## src/hw/rtl/assert_macros.svh

```systemverilog
// Concurrent assertion helpers, clocked on clk, disabled during reset.
`ifndef ASSERT_MACROS_SVH
`define ASSERT_MACROS_SVH

// Same-cycle implication.
`define ASSERT_IMPL(label, ante, cons, msg) \
  label: assert property (@(posedge clk) disable iff (!rst_n) (ante) |-> (cons)) \
    else $error(msg);

// Next-cycle implication.
`define ASSERT_NEXT(label, ante, cons, msg) \
  label: assert property (@(posedge clk) disable iff (!rst_n) (ante) |=> (cons)) \
    else $error(msg);

`endif

```

## src/hw/rtl/mdf_pkg.sv

```systemverilog
`timescale 1ns / 1ps
`default_nettype none

package mdf_pkg;

  localparam int FIELD_W = 16;

  typedef enum logic [2:0] {
    S_IDLE,
    S_RED_A,
    S_RED_B,
    S_LOOP,
    S_WAIT_INV,
    S_WAIT_SQ,
    S_WAIT_FIN,
    S_OUT
  } state_t;

  typedef struct packed {
    logic busy;
    logic done;
  } mm_sts_t;

endpackage

`default_nettype wire

```

## src/hw/rtl/mdf_mulmod.sv

```systemverilog
`timescale 1ns / 1ps
`default_nettype none

module mdf_mulmod #(
  parameter int MOD_WIDTH = 16,
  parameter int OP_WIDTH  = 16
) (
  input  wire logic                 clk,
  input  wire logic                 rst_n,
  input  wire logic                 req,
  input  wire logic [OP_WIDTH-1:0]  x,
  input  wire logic [OP_WIDTH-1:0]  y,
  input  wire logic [MOD_WIDTH-1:0] p,
  output mdf_pkg::mm_sts_t          sts,
  output logic      [MOD_WIDTH-1:0] res
);

  localparam int PW = 2 * OP_WIDTH;
  localparam int CW = $clog2(PW);

  logic [PW-1:0]        prod_r;
  logic [MOD_WIDTH-1:0] rem_r;
  logic [MOD_WIDTH-1:0] rem_nxt;
  logic [CW-1:0]        cnt_r;
  logic                 run_r;
  logic                 done_r;
  logic [MOD_WIDTH:0]   shifted;
  logic [MOD_WIDTH:0]   diff;

  // restoring remainder, one product bit per cycle
  always_comb begin
    shifted = {rem_r, prod_r[PW-1]};
    diff    = shifted - {1'b0, p};
    rem_nxt = (shifted >= {1'b0, p}) ? diff[MOD_WIDTH-1:0] : shifted[MOD_WIDTH-1:0];
  end

  always_ff @(posedge clk) begin
    if (!rst_n) begin
      run_r  <= 1'b0;
      done_r <= 1'b0;
    end else begin
      done_r <= 1'b0;
      if (req) begin
        run_r <= 1'b1;
      end else if (run_r && (cnt_r == '0)) begin
        run_r  <= 1'b0;
        done_r <= 1'b1;
      end
    end
  end

  always_ff @(posedge clk) begin
    if (req) begin
      prod_r <= x * y;
      rem_r  <= '0;
      cnt_r  <= CW'(PW - 1);
    end else if (run_r) begin
      prod_r <= prod_r << 1;
      rem_r  <= rem_nxt;
      cnt_r  <= cnt_r - 1'b1;
    end
  end

  assign sts.busy = run_r;
  assign sts.done = done_r;
  assign res      = rem_r;

endmodule

`default_nettype wire

```

## src/hw/rtl/modular_divider_fermat_core.sv

```systemverilog
`timescale 1ns / 1ps
`default_nettype none
`include "assert_macros.svh"

// Modular division q = a * b^(p-2) mod p, p the modulus register.
// Input: pulse start while busy is low; in_dividend and in_divisor are taken
// at that edge. busy stays high until the result has been shown.
// Output: out_valid is high for exactly one cycle with out_quotient and
// out_no_inverse; the receiver cannot stall, so the result must be taken then.
// out_no_inverse is set (quotient 0) when the divisor reduces to 0 mod p or
// p is below 2.
// Config: cfg_valid/cfg_ready write cfg_data into the modulus; cfg_ready is
// low while busy or while start is high. Reset sets the modulus to 97 and the
// block idle.
// Cost: every modular product runs through one shared unit, a multiply
// followed by 2*W serial reduction steps, W = max(MOD_WIDTH, 16). An item
// costs (3 + n + k) products, n the bit length of p-2 and k its ones count
// (one product less when p-2 is nonzero, since the top bit's square is
// skipped). One item at a time.
module modular_divider_fermat_core #(
  parameter int MOD_WIDTH = 16
) (
  input  wire logic                          clk,
  input  wire logic                          rst_n,
  input  wire logic                          start,
  output logic                               busy,
  input  wire logic [mdf_pkg::FIELD_W-1:0]   in_dividend,
  input  wire logic [mdf_pkg::FIELD_W-1:0]   in_divisor,
  output logic                               out_valid,
  output logic      [mdf_pkg::FIELD_W-1:0]   out_quotient,
  output logic                               out_no_inverse,
  input  wire logic                          cfg_valid,
  output logic                               cfg_ready,
  input  wire logic [MOD_WIDTH-1:0]          cfg_data
);

  localparam int OW = (MOD_WIDTH > mdf_pkg::FIELD_W) ? MOD_WIDTH : mdf_pkg::FIELD_W;
  localparam logic [MOD_WIDTH-1:0] P_RESET = MOD_WIDTH'(97);

  mdf_pkg::state_t  state_r;
  mdf_pkg::state_t  state_nxt;
  mdf_pkg::mm_sts_t mm_sts;

  logic [MOD_WIDTH-1:0]        p_r;
  logic [mdf_pkg::FIELD_W-1:0] b_r;
  logic [MOD_WIDTH-1:0]        a_r;
  logic [MOD_WIDTH-1:0]        base_r;
  logic [MOD_WIDTH-1:0]        inv_r;
  logic [MOD_WIDTH-1:0]        e_r;
  logic [MOD_WIDTH-1:0]        q_r;
  logic                        nf_r;
  logic                        mm_req;
  logic [OW-1:0]               op_x;
  logic [OW-1:0]               op_y;
  logic [MOD_WIDTH-1:0]        mm_res;
  logic [OW-1:0]               q_ext;
  logic                        p_small;
  logic                        e_last;

  assign p_small = (p_r < MOD_WIDTH'(2));
  assign e_last  = ((e_r >> 1) == '0);

  mdf_mulmod #(
    .MOD_WIDTH (MOD_WIDTH),
    .OP_WIDTH  (OW)
  ) u_mulmod (
    .clk   (clk),
    .rst_n (rst_n),
    .req   (mm_req),
    .x     (op_x),
    .y     (op_y),
    .p     (p_r),
    .sts   (mm_sts),
    .res   (mm_res)
  );

  // next state
  always_comb begin
    state_nxt = state_r;
    case (state_r)
      mdf_pkg::S_IDLE: begin
        if (start) begin
          state_nxt = p_small ? mdf_pkg::S_OUT : mdf_pkg::S_RED_A;
        end
      end
      mdf_pkg::S_RED_A: begin
        if (mm_sts.done) begin
          state_nxt = mdf_pkg::S_RED_B;
        end
      end
      mdf_pkg::S_RED_B: begin
        if (mm_sts.done) begin
          state_nxt = (mm_res == '0) ? mdf_pkg::S_OUT : mdf_pkg::S_LOOP;
        end
      end
      mdf_pkg::S_LOOP: begin
        if (e_r == '0) begin
          state_nxt = mdf_pkg::S_WAIT_FIN;
        end else if (e_r[0]) begin
          state_nxt = mdf_pkg::S_WAIT_INV;
        end else begin
          state_nxt = mdf_pkg::S_WAIT_SQ;
        end
      end
      mdf_pkg::S_WAIT_INV: begin
        if (mm_sts.done) begin
          state_nxt = e_last ? mdf_pkg::S_LOOP : mdf_pkg::S_WAIT_SQ;
        end
      end
      mdf_pkg::S_WAIT_SQ: begin
        if (mm_sts.done) begin
          state_nxt = mdf_pkg::S_LOOP;
        end
      end
      mdf_pkg::S_WAIT_FIN: begin
        if (mm_sts.done) begin
          state_nxt = mdf_pkg::S_OUT;
        end
      end
      mdf_pkg::S_OUT: begin
        state_nxt = mdf_pkg::S_IDLE;
      end
      default: begin
        state_nxt = mdf_pkg::S_IDLE;
      end
    endcase
  end

  // unit requests and operand select
  always_comb begin
    mm_req = 1'b0;
    op_x   = '0;
    op_y   = '0;
    case (state_r)
      mdf_pkg::S_IDLE: begin
        mm_req = start && !p_small;
        op_x   = OW'(in_dividend);
        op_y   = OW'(1);
      end
      mdf_pkg::S_RED_A: begin
        mm_req = mm_sts.done;
        op_x   = OW'(b_r);
        op_y   = OW'(1);
      end
      mdf_pkg::S_LOOP: begin
        mm_req = 1'b1;
        if (e_r == '0) begin
          op_x = OW'(a_r);
          op_y = OW'(inv_r);
        end else if (e_r[0]) begin
          op_x = OW'(inv_r);
          op_y = OW'(base_r);
        end else begin
          op_x = OW'(base_r);
          op_y = OW'(base_r);
        end
      end
      mdf_pkg::S_WAIT_INV: begin
        mm_req = mm_sts.done && !e_last;
        op_x   = OW'(base_r);
        op_y   = OW'(base_r);
      end
      default: begin
        mm_req = 1'b0;
      end
    endcase
  end

  always_ff @(posedge clk) begin
    if (!rst_n) begin
      state_r <= mdf_pkg::S_IDLE;
      p_r     <= P_RESET;
    end else begin
      state_r <= state_nxt;
      if (cfg_valid && cfg_ready) begin
        p_r <= cfg_data;
      end
    end
  end

  always_ff @(posedge clk) begin
    case (state_r)
      mdf_pkg::S_IDLE: begin
        b_r  <= in_divisor;
        q_r  <= '0;
        nf_r <= 1'b1;
      end
      mdf_pkg::S_RED_A: begin
        if (mm_sts.done) begin
          a_r <= mm_res;
        end
      end
      mdf_pkg::S_RED_B: begin
        base_r <= mm_res;
        inv_r  <= MOD_WIDTH'(1);
        e_r    <= p_r - MOD_WIDTH'(2);
      end
      mdf_pkg::S_WAIT_INV: begin
        if (mm_sts.done) begin
          inv_r <= mm_res;
          if (e_last) begin
            e_r <= '0;
          end
        end
      end
      mdf_pkg::S_WAIT_SQ: begin
        if (mm_sts.done) begin
          base_r <= mm_res;
          e_r    <= e_r >> 1;
        end
      end
      mdf_pkg::S_WAIT_FIN: begin
        if (mm_sts.done) begin
          q_r  <= mm_res;
          nf_r <= 1'b0;
        end
      end
      default: begin
      end
    endcase
  end

  assign q_ext          = OW'(q_r);
  assign busy           = (state_r != mdf_pkg::S_IDLE);
  // no modulus write on the edge that takes a beat
  assign cfg_ready      = !busy && !start;
  assign out_valid      = (state_r == mdf_pkg::S_OUT);
  assign out_quotient   = q_ext[mdf_pkg::FIELD_W-1:0];
  assign out_no_inverse = nf_r;

  `ASSERT_NEXT(a_start_busy, start && !busy, busy, "accepted beat did not raise busy")
  `ASSERT_NEXT(a_out_idle, out_valid, !busy && !out_valid, "result strobe not single or not idle after")
  `ASSERT_IMPL(a_req_free, mm_req, !mm_sts.busy, "product requested while unit running")
  `ASSERT_IMPL(a_q_range, out_valid && !out_no_inverse, q_r < p_r, "quotient not below modulus")

endmodule

`default_nettype wire

```

## config.mk

```make
export PLATFORM = sky130hd
export DESIGN_NAME = modular_divider_fermat_core
export DESIGN_NICKNAME = d
export VERILOG_FILES = /design/src/hw/rtl/mdf_pkg.sv /design/src/hw/rtl/mdf_mulmod.sv /design/src/hw/rtl/modular_divider_fermat_core.sv
export VERILOG_INCLUDE_DIRS = /design/src /design/src/hw/rtl
export SDC_FILE = /design/constraint.sdc
export NUM_CORES = 1
export LEC_CHECK = 0
export BUFFER_PORTS_ARGS = -buffer_cell sky130_fd_sc_hd__buf_2
export CELL_PAD_IN_SITES_DETAIL_PLACEMENT = 2
export CELL_PAD_IN_SITES_GLOBAL_PLACEMENT = 2
export CORE_MARGIN = 2
export CORE_UTILIZATION = 44
export CTS_CLUSTER_DIAMETER = 150
export DETAILED_ROUTE_END_ITERATION = 8
export PLACE_DENSITY_LB_ADDON = 0.1
export SLEW_MARGIN = 30
export SYNTH_ARGS = -nofsm -noshare
export SYNTH_HDL_FRONTEND = slang
export SYNTH_SLANG_ARGS = --single-unit
```

## constraint.sdc

```tcl
create_clock -name clk -period 13 [get_ports clk]
set_input_delay 3.25 -clock clk [delete_from_list [all_inputs] [get_ports clk]]
set_output_delay 3.25 -clock clk [all_outputs]
set_load 0.02 [all_outputs]
```

# [After elaboration in Yosys (flattened, before gate mapping)]
# Index checks and enable logic that the tools add are counted.
[classes] add_sub_neg=3 n_mul=1 order_cmp=2 eq_ne=14 n_mux=34 n_bitwise=1 reduce_logical=29
[ops] operator="2-to-1 mux 16 bit" count=8
[ops] operator="one-hot mux 16 bit (2 select lines)" count=3
[ops] operator="one-hot mux 16 bit (3 select lines)" count=2
[ops] operator="2-to-1 mux 32 bit" count=2
[ops] operator="one-hot mux 16 bit (4 select lines)" count=1
[ops] operator="zero test 16 bit" count=3
[ops] operator="multiplier 16 x 16 -> 32 bit" count=1
[ops] operator="2-to-1 mux 3 bit" count=9
[ops] operator="one-hot mux 3 bit (8 select lines)" count=1
[ops] operator=">= comparator 17 x 16 -> 1 bit" count=1
[ops] operator="< comparator 16 x 2 -> 1 bit (second input constant)" count=1
[ops] operator="subtractor 16 bit" count=1
[ops] operator="subtractor 16 x 2 -> 16 bit (second input constant)" count=1
[ops] operator="== test 3 bit (second input constant)" count=4
[ops] operator="inequality test 2 x 1 -> 1 bit (second input constant)" count=5
[ops] operator="nonzero test 2 bit" count=5
[ops] operator="AND reduction 2 bit" count=4
[ops] operator="== test 3 x 2 -> 1 bit (second input constant)" count=2
[ops] operator="AND reduction 6 bit" count=1
[ops] operator="nonzero test 3 bit" count=2
[ops] operator="logical AND 1 bit" count=5
[ops] operator="zero test 5 bit" count=1
[ops] operator="2-to-1 mux 1 bit" count=5
[ops] operator="subtractor 5 x 1 -> 5 bit (second input constant)" count=1
[ops] operator="10 further kinds" count=15
[totals] regBits=171 output_inout_bits=20 wordCells=98

# [Longest topological paths before layout]
[logic_depth] ltp_word=5 mapped_depth=28

# [Cells and area by module]
# Synthesis repeated with hierarchy kept, for this count alone.
[unflattened] cells_unflattened=1819 area_unflattened_um2=17499.3
[by_module_without_submodules] module="mdf_mulmod" n_inst=1 cells_per_inst=1338 area_each_um2=11898.9 seq_area_each_um2=1421.4
[by_module_without_submodules] module="modular_divider_fermat_core" n_inst=1 cells_per_inst=481 area_each_um2=5600.4 seq_area_each_um2=3293.2

# [Worst setup path after synthesis]
# No wires, ideal clock.
[synth_timing] path_type="input to register" startpoint="input in_dividend[8] (netlist name)" endpoint="register u_mulmod.prod_r[27], data pin" setup_time_ps=261 arrival_ps=9088 required_ps=12739 path_slack_ps=3651 path_stages=23 n_path_buf=1 path_cell_list="mux2i_1 -> nor2_1 -> a21oi_1 -> o22ai_1 -> nand2_1 -> fa_1 -> inv_1 -> fa_1 -> fa_1 -> fa_1 -> fa_1 -> inv_1 -> fa_1 -> inv_1 -> ha_1 -> clkbuf_1 -> a21o_1 -> o21bai_1 -> a22o_1 -> a211o_1 -> a221oi_1 -> xor2_1 -> a21oi_1"
[synth_between] elab_chain_cells=3
[synth_rtl] item="from (decl)" line="modular_divider_fermat_core.sv:27" text="input wire logic [mdf_pkg::FIELD_W-1:0] in_dividend,"
[synth_rtl] item="one-hot mux 16 bit (4 select lines)" line="modular_divider_fermat_core.sv:134" text="case (state_r)"
[synth_rtl] item="multiplier 16 x 16 -> 32 bit" line="mdf_mulmod.sv:54" text="prod_r <= x * y;"
[synth_rtl] item="2-to-1 mux 32 bit" line="mdf_mulmod.sv:53" text="if (req) begin"
[synth_rtl] item="to (signal assigned)" line="mdf_mulmod.sv:54"
[synth_rtl] item="to (signal assigned)" line="mdf_mulmod.sv:58" text="prod_r <= prod_r << 1;"
[synth_rtl] item="to (decl)" line="mdf_mulmod.sv:21" text="logic [PW-1:0] prod_r;"
# Every way passes these cells.
# A chain may end at the register's enable or synchronous reset.

# [Final worst setup path]
[layout_timing] startpoint="input in_dividend[7] (netlist name)" endpoint="register u_mulmod.prod_r[25], data pin"
# Same word-level chain as after synthesis.

==> impl_results.md <==
* DPL Wire Length at ~48000 um
* Mapped Avg Cell Area at between 9 and 10 um2
* Worst-Margin Slew at 1040 ps
* Hold buffer count at cts at 0
* GRT Overall Usage at roughly 32%
* CTS H-tree depth at 4
* Final hold vios at 0
* Post-synth top area share at between 20% and 30%
* Vias in the first global route at ~17000
* # Post-CTS Setup Buffers at 0
* Total gr overflow at 0
* CP Class: in -> reg
* Slew Viols, Final at 0
* Startpoint types: primary input
* Unrepaired setup endpoints after global routing: false
* Worst r2r src: e_r[3]
* Post-synth EDFFs at around 130
* Min-delay src: p_r[12]
* Nets at between 2000 and 2500
* Post-Syn Instances at about 1900
* Synth Flop Type: edfxtp_1
* Period minus WS final at just over 10000 ps
* Post-synth top cells: 257 x inv_1, 241 x nand2_1, 209 x nor2_1
* Initial DRC count at approximately 1100
* Largest net degree at the start of global routing at ~60
* Root buffer cell: clkbuf_16
* Worst Hold Path EP: p_r[12]
* WL final at 62500 um
* Die width at approximately 200 um
* Worst Path Required at 13220 ps
* Fillers at 4142
* WL per Instance at 25.6 um
* Initial antenna violation count at 0
* Post-synth ARST share at 0%
* R2R Path End: u_mulmod.prod_r[25]
* Layout cells sized above 1 at under 10%
* FMAX at 98.0 MHz
* Maximum VDD drop at between 0.1 and 0.15 mV
* Antenna Nets Post-Route at 0
* DR pass1 iterations at 5
* Via density at between 5 and 6
* Slack of the worst reg-to-reg path at ~3800 ps
* Maxcap violations at 0
* CTS tree: built
* Setup ws final at 2790 ps
* CTS Buf Count at 17
* Clk sinks at around 170
* Crit. End Element: flip-flop
* Most numerous cell in the Yosys netlist: inv_1
* Die area at just over 40000 um2
* Synth unique cells at 69
* Seq/Total Area, Yosys at 27.3%
* Worst-path maximum fanout at 8
* Worst EP arrival at 10430 ps
* Yosys warnings at 0
* CP startpoint: in_dividend[7]
* Io pins at between 70 and 80
* Core Rows at 72
* Port Buffers at between 70 and 80
* Flop and latch count out of synthesis at 171
* First-pass GRT wire length at just under 100000 um
* # resized after CTS at 0
* Skew final at around 14 ps
* Relative slew slack at between 20% and 30%
* PD cells at roughly 240 nW/um2
* Pre-CTS WS at ~2100 ps
* Die Y at ~200 um
* Final setup fails at 0
* Post-Syn Area at approximately 17000 um2
* Starting Density at 44.6%
* Post-synth top area cell: fa_1
* GP Congestion at roughly 0.88
* Synth-to-Final Area Change at 8.93%
* Run status: finished, final reports clean
* Vias at around 14000
* Leakage power at 0.00853 uW
* Clk_lat worst skew at ~470 ps
* Core outline area at between 30000 and 40000 um2
* Clock-pin slew on the worst setup and hold paths at 80 ps
* Min-Delay Path Class: reg -> reg
* Fin crit share at roughly four fifths
* Synth area leaders: fa_1 23%, edfxtp_1 22%, ha_1 8.9%, inv_1 5.6%, nand2_1 5.2%
* Worst reg2reg path depth at 27
* Remaining DRCs at 0
* Final setup TNS at 0 ps
* Post-Syn Nets at between 2000 and 2500
* Cell count of the worst hold path at 2
* CTS Buffer Depth at 2
## cell type report
cell class | instances | area [um2] | share of cell area [%]
timing repair buffer | 106 | 611 | 3.25
inverter | 257 | 965 | 5.14
sequential | 171 | 4720 | 25.1
clock buffer | 17 | 425 | 2.27
multi-input combinational | 1359 | 11300 | 60.0
tap | 518 | 648 | 3.45
antenna | 2 | 5.00 | 0.0267
clock inverter | 15 | 149 | 0.793
## cells by family (layout without fill, tap and decap cells)
| group | Yosys count | in the layout | share of synthesized area, % |
|---|---|---|---|
| buf+inv | 351 | 395 | 7.69 |
| flops | 171 | 171 | 27.3 |
| mux | 42 | 42 | 2.45 |
| fa+ha+maj | 317 | 317 | 31.5 |
| other cells | 0 | 2 | 0 |
| simple gates | 625 | 625 | 16.2 |
| xor+xnor | 52 | 52 | 2.64 |
| compound gates | 323 | 323 | 12.2 |
## power breakdown
group | switching, uW | internal [uW]
logic | 1970 | 976
clock network | 270 | 255
registers | 149 | 844
## per-layer routing
layer,up-vias,track usage (%),routed length [um]
li1,6334,-,-
met1,7595,40.8,26200
met2,406,56.4,31600
met3,103,4.55,3080
met4,0,10.2,1600
met5,-,0,0
## per-stage QoR
| stage | util [%] | hold WS, ps | instance area, um2 | total power (uW) | std cells |
|---|---|---|---|---|---|
| after CTS | 48.5 | 518 | 18800 | 4460 | 2443 |
| after floorplan | - | 465 | 17200 | 2880 | 1881 |
| after detailed placement | 47.0 | 502 | 18200 | 3890 | 2411 |
| final | 48.6 | 513 | 18800 | 4460 | 2445 |
| after global placement | 46.9 | 480 | 18100 | 3710 | 2406 |
| after global routing | 48.6 | 540 | 18800 | 4830 | 2443 |
## cells in the final DEF, fill, tap and decap left out, drive strengths merged, types with 13 or more instances in the layout
cell / count
nor3: 17
a21boi: 13
nand3: 26
dfxtp: 42
o22ai: 16
fa: 195
nor4: 13
xnor2: 39
a22o: 16
and2: 17
nand4: 16
and3: 39
xor2: 13
o21ai: 65
a21o: 14
o21a: 16
nand2: 242
mux2i: 41
edfxtp: 129
inv: 265
ha: 122
o22a: 14
a21oi: 91
a22oi: 15
nor2: 209
clkbuf: 17
buf: 106
## flip-flops by register name (all words and copies together) (netlist names)
signal	flops
u_mulmod.prod_r	32
a_r	16
b_r	16
base_r	16
e_r	16
inv_r	16
out_quotient	16
p_r	16
u_mulmod.res	16
u_mulmod.cnt_r	5
state_r	3
out_no_inverse	1
u_mulmod.done_r	1
u_mulmod.run_r	1
## critical path, cell delays in order
cell       delay [ps]
buf_2              80
mux2i_1            60
nor2_1            200
a21oi_1           100
o22ai_1           640
nand2_1           140
fa_1              530
inv_1              60
fa_1              510
inv_1              50
fa_1              560
inv_1             100
fa_1              520
fa_1              550
inv_1              60
fa_1              540
inv_1              50
ha_1              460
and3_1            310
nand2_1           100
a2111oi_0         880
nor2_1            160
a21oi_1           230
o211ai_1          100
o211a_1           170
## worst max path at each step
| stage | endpoint | cells past startpoint |
|---|---|---|
| after global placement | u_mulmod.prod_r[18] | 23 |
| after detailed placement | u_mulmod.prod_r[25] | 23 |
| after global routing | u_mulmod.prod_r[25] | 25 |
| final | u_mulmod.prod_r[25] | 25 |
| after floorplan | u_mulmod.prod_r[27] | 23 |
| after CTS | u_mulmod.prod_r[25] | 23 |
(Power assumes the default switching activity.)
